## config.mk

```make
export PLATFORM = sky130hd
export DESIGN_NAME = pct2d_dist
export DESIGN_NICKNAME = d
export VERILOG_FILES = /design/src/rtl/core/pct2d_pkg.sv /design/src/rtl/core/pct2d_dist.sv
export SDC_FILE = /design/constraint.sdc
export NUM_CORES = 2
export LEC_CHECK = 0
export BUFFER_PORTS_ARGS = -buffer_cell sky130_fd_sc_hd__buf_2
export CAP_MARGIN = 15
export CORE_ASPECT_RATIO = 2
export CORE_MARGIN = 2
export CORE_UTILIZATION = 60
export CTS_CLUSTER_SIZE = 40
export DETAILED_ROUTE_END_ITERATION = 8
export PLACE_DENSITY = 0.85
export SLEW_MARGIN = 10
export SYNTH_ARGS = -nofsm -noshare
export SYNTH_HDL_FRONTEND = slang
export SYNTH_SLANG_ARGS = --single-unit
```

## constraint.sdc

```tcl
create_clock -name clk -period 14.7 [get_ports clk]
set_input_delay 2.94 -clock clk [delete_from_list [all_inputs] [get_ports clk]]
set_output_delay 2.94 -clock clk [all_outputs]
set_load 0.01 [all_outputs]
```

## src/rtl/core/pct2d_pkg.sv

```systemverilog
// Shared types and constants for the 2D pair collision test pipeline.
package pct2d_pkg;

	// Default coordinate field width (signed Q11.4 positions, unsigned Q12.4 sizes).
	localparam int COORD_BITS_DEF = 16;

	// Width of the pass-through pair tag.
	localparam int TAG_BITS = 16;

	// Which test applies to the pair.
	typedef enum logic [1:0] {
		MODE_BB = 2'd0, // box against box
		MODE_CC = 2'd1, // circle against circle
		MODE_BC = 2'd2  // box against circle
	} mode_t;

	// Stage load enables handed to the distance lanes.
	typedef struct packed {
		logic adv_s4;
		logic adv_s5;
	} pct2d_en_t;

endpackage

```

## src/rtl/core/pct2d_dist.sv

```systemverilog
// One distance lane: strict test dx^2 + dy^2 < r^2 over two pipeline stages.
module pct2d_dist
	import pct2d_pkg::*;
#(
	parameter int COORD_BITS = COORD_BITS_DEF
) (
	input  logic                      clk,
	input  pct2d_en_t                 en,
	input  logic signed [COORD_BITS+2:0] dx,
	input  logic signed [COORD_BITS+2:0] dy,
	input  logic        [COORD_BITS:0]   r,
	output logic                      lt
);

	localparam int DW = COORD_BITS + 3;   // signed delta
	localparam int MW = COORD_BITS + 2;   // magnitude of a delta
	localparam int RW = COORD_BITS + 1;   // radius bound
	localparam int SW = 2 * MW + 1;       // sum of two squares

	logic signed [DW-1:0] neg_dx;
	logic signed [DW-1:0] neg_dy;
	logic [MW-1:0]   ax_s4;
	logic [MW-1:0]   ay_s4;
	logic [RW-1:0]   r_s4;
	logic [2*MW-1:0] sqx_s5;
	logic [2*MW-1:0] sqy_s5;
	logic [2*RW-1:0] rsq_s5;
	logic [SW-1:0]   sum;

	assign neg_dx = -dx;
	assign neg_dy = -dy;

	// Stage 4: magnitudes (deltas never reach the most negative code)
	always_ff @(posedge clk) begin
		if (en.adv_s4) begin
			ax_s4 <= dx[DW-1] ? neg_dx[MW-1:0] : dx[MW-1:0];
			ay_s4 <= dy[DW-1] ? neg_dy[MW-1:0] : dy[MW-1:0];
			r_s4  <= r;
		end
	end

	// Stage 5: squares
	always_ff @(posedge clk) begin
		if (en.adv_s5) begin
			sqx_s5 <= ax_s4 * ax_s4;
			sqy_s5 <= ay_s4 * ay_s4;
			rsq_s5 <= r_s4 * r_s4;
		end
	end

	// Sum and strict compare, registered by the caller
	assign sum = SW'(sqx_s5) + SW'(sqy_s5);
	assign lt  = sum < SW'(rsq_s5);

endmodule

```

==> flow_summary.toml <==
[sta]
setup_viol = 0
final.setup_skew_ns = 0.01803
finalCritPeriodShare_pct = 58.83
slew-limit-headroom_pct = 33.66
hold_viol_final = 0
finalSetupTns_ns = 0
tightest_slew_ns = 0.9951
drv_slew = 0
rsz0062_at_grt = "false"
max_clock_freq_mhz = 115.6
period_needed_ns = 8.647

[synthesis]
synth_area_per_cell_um2 = 9.599
yosysMostFrequentCell = "inv_1"
synth_top_cell_area_share_pct = 37.31
yosysUniqueCellTypes = 63
netlist_area_um2 = 33590
ys_async_sr_fraction_pct = 0
ys_ff_latch = 156
synth-edff-count = 156
syn_nets = 4585
ys_top_cells_by_count = "inv_1, fa_1, ha_1, nand2_1, and2_1"
yosysSeqAreaShare_pct = 13.95
yosys_warnings = 0
synth_top_area_cell = "fa_1"
synth_ff_type = "edfxtp_1"
syn-instance-count = 3499
netlist_top_cells_area = "fa_1, ha_1, edfxtp_1"

[drt]
drt_wl_total_mm = 77.38
drtIter0Drc = 1556
antenna_left = 0
vias = 24025
drt_pass1_iterations = 6
drc = 0
wl_per_cell_um = 18.11
vias_per_cell = 5.623

[clocking]
max-clock-path-buffers = 2
hold_buffers = 0
numCtsBuffers = 17
cts_root_buf = "clkbuf_16"
path_clk_slew_ns = 0.07
cts.sinks = 156
clkLatencyLatePin_ns = 0.48
ctsResizeCount = 0
cts_setup_buffers = 0
cts_tree = "yes"
htree_levels = 4

[place]
place.gp.congestion = 0.9082
io_buffers = 58
hpwl_mm = 63.19

[grt]
grt_pass1_vias = 27237
groute.usage.overall_pct = 28.34
antenna_found_initial = 0
overflow = 0
grt_max_degree = 57
grt_pass1_wl_mm = 127.0

[job]
cap_violations = 0

[status]
outcome = "completed"

[cells_and_area]
syn_to_final_growth_pct = 4.772
final_layout_size_suffix_gt1_share_pct = 3.230
nets = 4602
antennaDiodeCount = 0

[floorplanning]
start_util_pct = 60.61
die_x_um = 171.3
die_area_um2 = 58000
core_area_um2 = 55410
fp.dieH_um = 338.6
ios = 59
rows = 122

[worst_setup_path]
worstPathMaxFanout = 3
r2r_end = "sqx_s5[34]$_DFFE_PP_"
critPathLaunch = "sqx_s5[3]$_DFFE_PP_"
worst-r2r-cell-count = 22
critPathRequiredTime_ns = 11.76
worst_setup_path_end_kind = "output port"
r2r_setup_slack_ns = 7.34
crit_type = "reg -> out"
crit_end = "lt"
startpoint_type = "register"
worst-endpoint-arrival_ns = 5.71
rr_startpoint = "ax_s4[8]$_DFFE_PP_"

[min_path]
hp-class = "reg -> reg"
==> worst max-delay path, cell delays in order, from the launching register on <==
cell       delay, ns
edfxtp_1        0.37
ha_1            0.35
a211oi_1        0.12
o21a_1          0.23
or4_1           0.58
a32oi_1         0.32
and4_1          0.26
nor3_1          0.09
o21bai_1        0.22
xor2_1          0.20
ha_1            0.28
a21oi_1         0.21
nor2b_1         0.08
o21ai_0         0.21
nand2b_1        0.09
a2111oi_0       0.42
o31ai_1         0.13
a221oi_1        0.28
o211ai_1        0.12
a211oi_1        0.47
buf_2           0.23
==> through the flow <==
stage,setup slack [ns],cells,utilization (%),hold WS [ns],cell area [µm²]
2_1_floorplan,7.535,3499,-,0.5477,33590
3_3_place_gp,6.797,4241,62.45,0.9862,34600
3_5_place_dp,6.745,4241,62.45,1.007,34600
4_1_cts,6.088,4273,63.51,1.035,35190
5_1_grt,5.695,4273,63.51,1.069,35190
6_report,6.053,4273,63.51,1.040,35190
==> layer usage <==
layer | GRT usage, % | wire length [µm]
met5 | 0 | 0
met4 | 20.59 | 6384
met3 | 3.351 | 3080
met2 | 54.80 | 44330
met1 | 26.41 | 23590
==> flip-flops by register name, indices dropped and copies added, names as in the netlist <==
name	count
ay_s4	18
ax_s4	18
rsq_s5	33
r_s4	17
sqx_s5	35
sqy_s5	35
==> layout by cell type, fill, tap and decap left out, types with 4 or more instances in the layout <==
cell       synthesis  final
nor2_1            86     86
ha_1             402    402
o21bai_1          22     22
a21o_1            50     50
nand4_1           10     10
buf_2              0     57
or4_1              6      6
a221oi_1           5      5
a21oi_1          100    100
and2_1           172    172
and3_1            11     11
o41ai_1            7      7
o211ai_1           7      7
o21a_1            14     14
edfxtp_1         156    156
nor4_1             4      4
o311ai_0           4      4
nand3_1           19     19
nor2b_1           31     31
inv_6              0      7
a211oi_1          13     13
inv_1           1004   1004
buf_4              0      6
xor2_1            35     35
nand2_1          322    322
a2111oi_0          6      6
xnor2_1          131    131
nand2b_1          10     10
or2_2             11     11
o21ai_0           63     63
nor3_1            27     27
or3_1              4      4
a31oi_1            9      9
o31ai_1           11     11
a2111o_1           4      4
clkbuf_16          0     17
fa_1             626    626
==> cell families after synthesis <==
| family | after synthesis | synth area share [%] |
|---|---|---|
| muxes | 6 | 0.1900 |
| adders and majority gates | 1028 | 52.29 |
| and+or+nand+nor | 723 | 10.33 |
| xor gates and xnor gates | 166 | 4.329 |
| DFF | 156 | 13.95 |
| buffers and inverters | 1069 | 11.95 |
| AOI/OAI and AO/OA | 351 | 6.963 |
==> how the worst min path moves through the flow <==
stage	startpoint	end	cells past startpoint
3_3_place_gp	r_s4[0]$_DFFE_PP_	rsq_s5[0]$_DFFE_PP_	0
5_1_grt	r_s4[0]$_DFFE_PP_	rsq_s5[0]$_DFFE_PP_	0
2_1_floorplan	ax_s4[0]$_DFFE_PP_	sqx_s5[0]$_DFFE_PP_	0
6_report	r_s4[0]$_DFFE_PP_	rsq_s5[0]$_DFFE_PP_	0
3_5_place_dp	r_s4[0]$_DFFE_PP_	rsq_s5[0]$_DFFE_PP_	0
4_1_cts	r_s4[0]$_DFFE_PP_	rsq_s5[0]$_DFFE_PP_	0
==> area by class of cell <==
cell class,instances,area [µm²]
Clock inverter,14,156.4
Inverter,1004,3769
Fill cell,4189,20220
Clock buffer,18,429.2
Multi-Input combinational cell,2274,24890
Sequential cell,156,4684
Tap cell,744,930.9
Timing Repair Buffer,63,330.3
Power is not shown: default switching activity piles up to over one toggle a cycle in this logic, so the estimate is an artifact.
